File: src/rtl/srpm_pkg.sv
// Package for the seeded register permute mutator: constants, record types,
// FSM state types and the per-kind source usage table.
// No dependencies.
`default_nettype none

package srpm_pkg;

  localparam int SEED_BYTES          = 32;
  localparam int MAX_INSTRUCTIONS    = 32;
  localparam int MAX_IDENTITY        = 16;
  localparam int MAX_OUTPUT_REGS_DEF = 16;
  localparam int MAX_REGISTERS_DEF   = 256;
  localparam int ISTORE_DEPTH        = 48;
  localparam int ISTORE_AW           = 6;
  localparam int IFILL_W             = 6;
  localparam int NFIELD_REGS         = 6;

  localparam logic [63:0] GOLDEN = 64'h9e3779b97f4a7c15;
  localparam logic [63:0] MIX1   = 64'hbf58476d1ce4e5b9;
  localparam logic [63:0] MIX2   = 64'h94d049bb133111eb;

  localparam logic       OP_INSTR  = 1'b0;
  localparam logic       OP_OUTREG = 1'b1;

  localparam logic [2:0] KIND_XOR2     = 3'd0;
  localparam logic [2:0] KIND_XOR5     = 3'd1;
  localparam logic [2:0] KIND_XORROT1  = 3'd2;
  localparam logic [2:0] KIND_ROTCOPY  = 3'd3;
  localparam logic [2:0] KIND_CHI      = 3'd4;
  localparam logic [2:0] KIND_XORINPUT = 3'd5;
  localparam logic [2:0] KIND_XORCONST = 3'd6;
  localparam logic [2:0] KIND_BAD      = 3'd7;

  localparam logic [1:0] RES_INSTR  = 2'd0;
  localparam logic [1:0] RES_OUTREG = 2'd1;
  localparam logic [1:0] RES_ERROR  = 2'd2;

  localparam logic [2:0] CFG_SEED0     = 3'd0;
  localparam logic [2:0] CFG_SEED1     = 3'd1;
  localparam logic [2:0] CFG_SEED2     = 3'd2;
  localparam logic [2:0] CFG_SEED3     = 3'd3;
  localparam logic [2:0] CFG_REG_COUNT = 3'd4;
  localparam logic [2:0] CFG_ID_COUNT  = 3'd5;

  // One stored instruction; regs[0] is the destination, regs[1..5] sources a..e.
  typedef struct packed {
    logic                              ident;
    logic [63:0]                       imm;
    logic [2:0]                        kind;
    logic [NFIELD_REGS-1:0][7:0]       regs;
  } istore_t;

  typedef struct packed {
    logic       start;
    logic       seed;
    logic [8:0] n;
  } rng_req_t;

  typedef struct packed {
    logic       done;
    logic [7:0] index;
  } rng_rsp_t;

  typedef enum logic [2:0] {
    R_IDLE,
    R_SEED,
    R_ADD,
    R_MUL1,
    R_XOR1,
    R_MUL2,
    R_XOR2,
    R_MOD
  } rng_state_e;

  typedef enum logic [4:0] {
    S_LOAD,
    S_ERR,
    S_SEED_GO,
    S_SEED_WAIT,
    S_INIT,
    S_SH_GO,
    S_SH_WAIT,
    S_SH_RD0,
    S_SH_RD1,
    S_SH_WR0,
    S_SH_WR1,
    S_ID_GO,
    S_ID_RW,
    S_ID_PGO,
    S_ID_PW,
    S_MV,
    S_MV_WR,
    S_EM_START,
    S_EM_RD,
    S_EM_CAP,
    S_EM_MAP,
    S_EM_MAPW,
    S_EM_OUT,
    S_OR_RD,
    S_OR_CAP,
    S_OR_OUT
  } mut_state_e;

  // bit k set: source k (a..e) is a register operand of this kind
  function automatic logic [4:0] used_sources(input logic [2:0] kind);
    logic [4:0] u;
    case (kind)
      KIND_XOR2:     u = 5'b00011;
      KIND_XOR5:     u = 5'b11111;
      KIND_XORROT1:  u = 5'b00011;
      KIND_ROTCOPY:  u = 5'b00001;
      KIND_CHI:      u = 5'b00111;
      KIND_XORINPUT: u = 5'b00001;
      KIND_XORCONST: u = 5'b00001;
      default:       u = 5'b00000;
    endcase
    return u;
  endfunction

endpackage

`default_nettype wire

File: src/rtl/srpm_rng.sv
// Seed mixer and splitmix64 index generator; its multiplies share one 32x32
// multiplier, then a bit-serial 64-step remainder. Uses srpm_pkg.
`default_nettype none

module srpm_rng (
  input  logic                  clk_i,
  input  logic                  rst_ni,
  input  logic [3:0][63:0]      seed_i,
  input  srpm_pkg::rng_req_t    req_i,
  output srpm_pkg::rng_rsp_t    rsp_o
);
  import srpm_pkg::*;

  rng_state_e  st_q, st_d;
  logic [63:0] s_q;
  logic [5:0]  cnt_q;
  logic [1:0]  mp_q;
  logic        done_q;

  logic [63:0] z_q, acc_q, prod_q;
  logic [8:0]  n_q, rem_q;
  logic [7:0]  idx_q;

  logic [31:0] mul_a, mul_b;
  logic [63:0] mul_p, mul_c;
  logic [7:0]  sb;
  logic [63:0] x1, xn, sg;
  logic [8:0]  t, rem_n;

  assign mul_p = {32'b0, mul_a} * {32'b0, mul_b};

  // seed mixing step, state advance and remainder step
  always_comb begin
    sb = seed_i[cnt_q[4:3]][{cnt_q[2:0], 3'b000} +: 8];
    x1 = s_q ^ ({56'b0, sb} << {cnt_q[2:0], 3'b000});
    xn = x1 + GOLDEN + (x1 << 6) + (x1 >> 2);
    sg = s_q + GOLDEN;
    t  = {rem_q[7:0], z_q[63]};
    rem_n = (t >= n_q) ? (t - n_q) : t;
  end

  always_comb begin
    st_d = st_q;
    case (st_q)
      R_IDLE: begin
        if (req_i.start) begin
          st_d = req_i.seed ? R_SEED : R_ADD;
        end
      end
      R_SEED: begin
        if (cnt_q == 6'(SEED_BYTES - 1)) begin
          st_d = R_IDLE;
        end
      end
      R_ADD:  st_d = R_MUL1;
      R_MUL1: begin
        if (mp_q == 2'd3) begin
          st_d = R_XOR1;
        end
      end
      R_XOR1: st_d = R_MUL2;
      R_MUL2: begin
        if (mp_q == 2'd3) begin
          st_d = R_XOR2;
        end
      end
      R_XOR2: st_d = R_MOD;
      R_MOD: begin
        if (cnt_q == 6'd63) begin
          st_d = R_IDLE;
        end
      end
      default: st_d = R_IDLE;
    endcase
  end

  // multiplier operand select: low x low, low x high, high x low
  always_comb begin
    mul_c = (st_q == R_MUL1) ? MIX1 : MIX2;
    case (mp_q)
      2'd1: begin
        mul_a = z_q[31:0];
        mul_b = mul_c[63:32];
      end
      2'd2: begin
        mul_a = z_q[63:32];
        mul_b = mul_c[31:0];
      end
      default: begin
        mul_a = z_q[31:0];
        mul_b = mul_c[31:0];
      end
    endcase
    rsp_o.done  = done_q;
    rsp_o.index = idx_q;
  end

  always_ff @(posedge clk_i or negedge rst_ni) begin
    if (!rst_ni) begin
      st_q   <= R_IDLE;
      s_q    <= '0;
      cnt_q  <= '0;
      mp_q   <= '0;
      done_q <= 1'b0;
    end else begin
      st_q   <= st_d;
      done_q <= ((st_q == R_SEED) && (cnt_q == 6'(SEED_BYTES - 1))) ||
                ((st_q == R_MOD) && (cnt_q == 6'd63));
      case (st_q)
        R_IDLE: begin
          cnt_q <= '0;
          mp_q  <= '0;
          if (req_i.start && req_i.seed) begin
            s_q <= GOLDEN;
          end
        end
        R_SEED: begin
          s_q   <= xn;
          cnt_q <= cnt_q + 6'd1;
        end
        R_ADD: s_q <= sg;
        R_MUL1, R_MUL2: mp_q <= mp_q + 2'd1;
        R_XOR2: cnt_q <= '0;
        R_MOD: cnt_q <= cnt_q + 6'd1;
        default: ;
      endcase
    end
  end

  always_ff @(posedge clk_i) begin
    case (st_q)
      R_IDLE: begin
        if (req_i.start) begin
          n_q <= req_i.n;
        end
      end
      R_ADD: z_q <= sg ^ (sg >> 30);
      R_MUL1, R_MUL2: begin
        case (mp_q)
          2'd0: prod_q <= mul_p;
          2'd1: begin
            acc_q  <= prod_q;
            prod_q <= mul_p;
          end
          2'd2: begin
            acc_q[63:32] <= acc_q[63:32] + prod_q[31:0];
            prod_q       <= mul_p;
          end
          default: z_q <= {acc_q[63:32] + prod_q[31:0], acc_q[31:0]};
        endcase
      end
      R_XOR1: z_q <= z_q ^ (z_q >> 27);
      R_XOR2: begin
        z_q   <= z_q ^ (z_q >> 31);
        rem_q <= '0;
      end
      R_MOD: begin
        rem_q <= rem_n;
        z_q   <= z_q << 1;
        if (cnt_q == 6'd63) begin
          idx_q <= rem_n[7:0];
        end
      end
      default: ;
    endcase
  end

endmodule

`default_nettype wire

File: config.mk
export PLATFORM = sky130hd
export DESIGN_NAME = srpm_rng
export DESIGN_NICKNAME = d
export VERILOG_FILES = /design/src/rtl/srpm_pkg.sv /design/src/rtl/srpm_rng.sv
export SDC_FILE = /design/constraint.sdc
export NUM_CORES = 2
export LEC_CHECK = 0
export BUFFER_PORTS_ARGS = -buffer_cell sky130_fd_sc_hd__buf_2
export CORE_MARGIN = 2
export CORE_UTILIZATION = 45
export DETAILED_ROUTE_END_ITERATION = 10
export PLACE_DENSITY = 0.62
export SLEW_MARGIN = 25
export SYNTH_ARGS = -nofsm -noshare
export SYNTH_HDL_FRONTEND = slang
export SYNTH_SLANG_ARGS = --single-unit
File: constraint.sdc
create_clock -name clk_i -period 12.1 [get_ports clk_i]
set_clock_uncertainty 0.05 [all_clocks]
set_input_delay 2.42 -clock clk_i [delete_from_list [all_inputs] [get_ports clk_i]]
set_output_delay 2.42 -clock clk_i [all_outputs]
set_load 0.01 [all_outputs]
# Yosys cells after proc, flatten, opt, wreduce, memory -nomap -nowiden
# Index checks and enable logic that the tools add are counted.
[word_totals]
regBits = 293
in_bits = 269
output_inout_bits = 9
wordCells = 93
[classes]
addsub = 8
mul = 1
n_lt_le_gt_ge = 2
eq_ne = 19
shifts = 2
mux = 21
bitwise_logic = 4
n_reduce_logical = 24
[ops]
columns = ["operator", "count"]
rows = [
  ["one-hot mux 64 bit (5 select lines)", 1],
  ["2-to-1 mux 64 bit", 3],
  ["one-hot mux 64 bit (3 select lines)", 1],
  ["adder 64 bit, second input constant", 2],
  ["binary-select mux 64 bit (select 2 bit)", 1],
  ["adder 64 x 62 -> 64 bit", 1],
  ["adder 64 bit", 1],
  ["multiplier 32 x 32 -> 64 bit", 1],
  ["2-to-1 mux 32 bit", 2],
  ["one-hot mux 32 bit (2 select lines)", 1],
  ["indexed part select 64 x 7 -> 8 bit", 1],
  ["<< shifter 8 x 6 -> 64 bit", 1],
  ["bitwise XOR 64 x 33 -> 64 bit", 1],
  ["bitwise XOR 64 x 34 -> 64 bit", 1],
  ["bitwise XOR 64 x 37 -> 64 bit", 1],
  ["bitwise XOR 64 bit", 1],
  ["2-to-1 mux 62 bit", 1],
  ["adder 32 bit", 1],
  ["one-hot mux 3 bit (8 select lines)", 1],
  ["one-hot mux 8 bit (2 select lines)", 1],
  ["2-to-1 mux 3 bit", 5],
  ["!= test 2 bit, second input constant", 7],
  ["AND reduction 2 bit", 7],
  ["== test 3 bit, second input constant", 4],
  ["other kinds (25)", 34],
]

# Depth between registers and ports, before layout
[logic_depth]
word_depth = 9
depth_mapped = 36
depth_no_buf = 33

# Worst setup path after synthesis
# OpenSTA, ideal clock, no wires.
[synth_path]
kind = "register -> register"
start = "register mp_q[0]"
end = "register prod_q[60], data pin"
setup_ns = 0.269
arrival_ns = 8.642
required_ns = 11.781
setup_slack_ns = 3.139
stages_incl_launch_ff = 32
n_path_buf = 3
period_less_slack_ns = 8.961
cell_sequence = "dfrtp_1 -> inv_1 -> ha_1 -> clkbuf_1 -> clkbuf_1 -> buf_1 -> mux2_2 -> inv_1 -> nor2_1 -> inv_1 -> nor2_1 -> fa_1 -> fa_1 -> inv_1 -> fa_1 -> fa_1 -> inv_1 -> fa_1 -> fa_1 -> fa_1 -> fa_1 -> ha_1 -> a21o_1 -> a21o_1 -> a21oi_1 -> nand2b_1 -> or3_1 -> a21oi_1 -> o21ai_1 -> a221oi_1 -> o31ai_1 -> xor2_1"
[synth_between]
elab_chain_cells = 3
word_cells_on_any_way = 5
cone_classes = "mul (1); eq/ne (2); mux (2)"
[synth_rtl]
columns = ["element", "line_no", "rtl"]
rows = [
  ["from (decl)", "srpm_rng.sv:17", "logic [1:0] mp_q;"],
  ["from (signal assigned)", "srpm_rng.sv:122", "R_MUL1, R_MUL2: mp_q <= mp_q + 2'd1;"],
  ["== test 2 bit or == test 2 x 1 -> 1 bit (tied branches)", "srpm_rng.sv:80", "case (mp_q)"],
  ["2-to-1 mux 32 bit", "srpm_rng.sv:80", ""],
  ["multiplier 32 x 32 -> 64 bit *", "srpm_rng.sv:30", "assign mul_p = {32'b0, mul_a} * {32'b0, mul_b};"],
  ["via mul_p[60]", "srpm_rng.sv:25", "logic [63:0] mul_p, mul_c;"],
  ["to (signal assigned)", "srpm_rng.sv:140", "2'd0: prod_q <= mul_p;"],
  ["to (signal assigned)", "srpm_rng.sv:143", "prod_q <= mul_p;"],
  ["to (signal assigned)", "srpm_rng.sv:147", "prod_q <= mul_p;"],
  ["to (decl)", "srpm_rng.sv:20", "logic [63:0] z_q, acc_q, prod_q;"],
]
# The timed path passes the listed nets; every way through them passes the cells marked *.
# A chain may end at the register's enable or synchronous reset.

# Final worst setup path
[layout_path]
start = "register st_q[1]"
end = "register prod_q[62], data pin"
[layout_between]
elab_chain_cells = 4
[layout_rtl]
columns = ["element", "line_no", "rtl"]
rows = [
  ["from (decl)", "srpm_rng.sv:14", "rng_state_e st_q, st_d;"],
  ["from (signal assigned)", "srpm_rng.sv:106", "st_q <= st_d;"],
  ["== test 3 x 2 -> 1 bit", "srpm_rng.sv:79", "mul_c = (st_q == R_MUL1) ? MIX1 : MIX2;"],
  ["2-to-1 mux 62 bit", "srpm_rng.sv:79", ""],
  ["2-to-1 mux 32 bit", "srpm_rng.sv:80", ""],
  ["multiplier 32 x 32 -> 64 bit", "srpm_rng.sv:30", ""],
  ["via mul_p[62]", "srpm_rng.sv:25", ""],
]
# The timed path passes the listed nets, and every way through them passes these cells.

==> results.cfg <==
[run_status]
status = finished clean

[final_layout]
layout_commonest_cell = inv_1
area_growth_pct = 7.50
postLayoutCellArea_sq_mm = 0.0599
fin_cells = 7673
layout-drive-gt1-share_pct = 10.1
layout_common_cells = inv_1 (1239), fa_1 (865), ha_1 (521)
final_nets = 7662

[logic_synthesis]
syn_inst = 5891
synth_edf_count = 217
syn_area_sq_mm = 0.0557
synth.mux.area_fraction_pct = 5.76
synth_top_family_by_area = adder cells
ys_ff_latch = 293
synth_fp_nets = 7549
synth_compound_area_share_pct = 11.0
synth_cell_types = 95
yosys.area_share.xor_xnor_pct = 5.24
async_reset_ff_share_pct = 25.9
yosys.area_share.simple_pct = 9.83
synthAdderAreaFrac_pct = 42.9
syn_avg_cell_area_sq_um = 9.46
yosysSeqAreaShare_pct = 15.1
synth_ff_type = edfxtp_1
synth_warnings = 0

[sta]
min_period_ns = 10.65
hold_violations = 0
max_freq_ghz = 0.0939
slew_violations = 0
max_slew.worst_pin.slew_ns = 1.11
finalSetupViolCount = 0
tns_ns = 0
relSlewSlack_pct = 25.9
rsz0062_at_grt = no
post-route-period-util_pct = 88.0

[grt]
grt_max_degree = 59
grt.overflow.total = 0
grt_pass1_wl_microns = 320000
grt_pass1_vias = 46154
antenna_found_initial = 13
grt.total_usage_pct = 34.8

[cts]
cts_tree = built
holdBufCountCts = 0
cts_sinks = 293
path_clk_slew_ns = 0.07
cts_inserted_buffers = 36
cts_root_buf = clkbuf_16
post_cts_buffers = 0
cts-resized-gates = 0
clock_latency_ns = 0.61
clockBufferDepth = 3
cts-htree-levels = 2

[route]
ant_nets = 0
viasPerCell = 5.84
drtPass1Iterations = 7
wirelength_microns = 218000
post-route-drc-count = 0
wl_per_cell_microns = 28.5
drt_iter0_markers = 4765
dr_total_vias = 44844

[critical_path]
regToRegStartpoint = st_q[1]
cp_max_fo = 37
crit_type = reg -> reg
crit_start = st_q[1]
ff2ff_path_depth = 29
start_kind = register
slowest_stage = o41ai_2
setup.worst_path.end = prod_q[62]
rrSetupSlack_ns = 1.45
cp_data_arrival_time_ns = 10.96
r2r_end = prod_q[62]
cp_data_required_time_ns = 12.41
end_kind = register
crit_top_cell = fa_1
slowest_delay_ns = 0.74

[floorplanning]
initial_core_util_pct = 45.2
core_sq_mm = 0.123
die_x_microns = 356
rows = 129
die_height_microns = 356
ios = 278
fp.dieArea_sq_mm = 0.127

[placed_design]
io_buffers = 277
place_area_sq_mm = 0.0587
place_inst = 7603
globalplace.congestion = 1.05
dp_hpwl_microns = 186000

[min_path]
min_path_type = reg -> reg

[job]
drv_cap = 0
[synth_stat cells, types with 30 or more instances]
cell      number  area share (%)
a21o_1        96             1.3
a21oi_1      284             2.6
a22oi_1       38            0.51
and2_1        58            0.65
and3_1        40            0.45
buf_1         33            0.22
clkbuf_1     208             1.4
dfrtp_1       76             3.4
edfxtp_1     217              12
fa_1         865              31
ha_1         524              12
inv_1       1239             8.3
mux2_2        86             1.7
mux2i_1       53            0.95
mux4_2        76             3.1
nand2_1      445             3.0
nand2b_1      36            0.40
nand3_1       75            0.67
nand4_1       30            0.34
nor2_1       340             2.3
nor3_1        87            0.78
o21ai_0      198             1.8
o21bai_1      43            0.58
o22ai_1       40            0.45
xnor2_1      174             2.7
xor2_1       154             2.4
[cell type report]
type                            instances  area, sq um
Timing Repair Buffer                  334         1850
Clock inverter                         23          215
Antenna cell                            5         12.5
Inverter                             1242         4660
Tap cell                             1637         2050
Clock buffer                           42          933
Sequential cell                       293         8430
Multi-Input combinational cell       4097        41700
Fill cell                           11833        63400
[worst min-delay path by stage]
stage / from / endpoint / slack [ns] / cells after the start
floorplan: prod_q[0] / acc_q[0] / 0.38 / 0
global route: prod_q[0] / acc_q[0] / 0.42 / 0
finish: prod_q[3] / acc_q[3] / 0.40 / 0
detailed placement: prod_q[3] / acc_q[3] / 0.39 / 0
global placement: prod_q[3] / acc_q[3] / 0.39 / 0
CTS: prod_q[3] / acc_q[3] / 0.40 / 0
[worst max-delay path, delay by kind of cell, from the launching register on]
kind / cells / cell delay, ns
adder cells (fa/ha/maj): 9 / 3.94
buffers and inverters: 7 / 1.35
XOR/XNOR: 1 / 0.17
AO/OA/AOI/OAI: 9 / 3.45
AND/OR/NAND/NOR: 3 / 0.88
flip-flops: 1 / 0.48
[routing by layer]
layer / routed length, microns / GRT usage [%] / vias to the layer above
met5: 20 / 0 / -
met3: 17100 / 5.49 / 457
li1: - / - / 19402
met4: 12400 / 15.8 / 2
met2: 99900 / 55.1 / 2264
met1: 89000 / 47.2 / 22719
[kinds of logic after synthesis]
group | Yosys count
buf+inv | 1501
fa+ha+maj | 1389
simple gates | 1208
compound gates | 954
xor+xnor | 331
flops | 293
mux | 215
[sequential cells by signal, summed over array words and instances (netlist names)]
register / cells
acc_q: 64
cnt_q: 6
done_q: 1
idx_q: 8
mp_q: 2
n_q: 9
prod_q: 64
rem_q: 8
s_q: 64
st_q: 3
z_q: 64
[through the flow]
step / hold slack, ns / setup WS (ns) / utilization, %
floorplan: 0.381 / 3.14 / -
global placement: 0.392 / 0.994 / 47.6
detailed placement: 0.388 / 1.25 / 47.6
CTS: 0.401 / 1.18 / 48.5
global route: 0.421 / 1.07 / 48.6
finish: 0.399 / 1.45 / 48.6
Power is not shown: default switching activity piles up to over one toggle a cycle in this logic, so the estimate is an artifact.
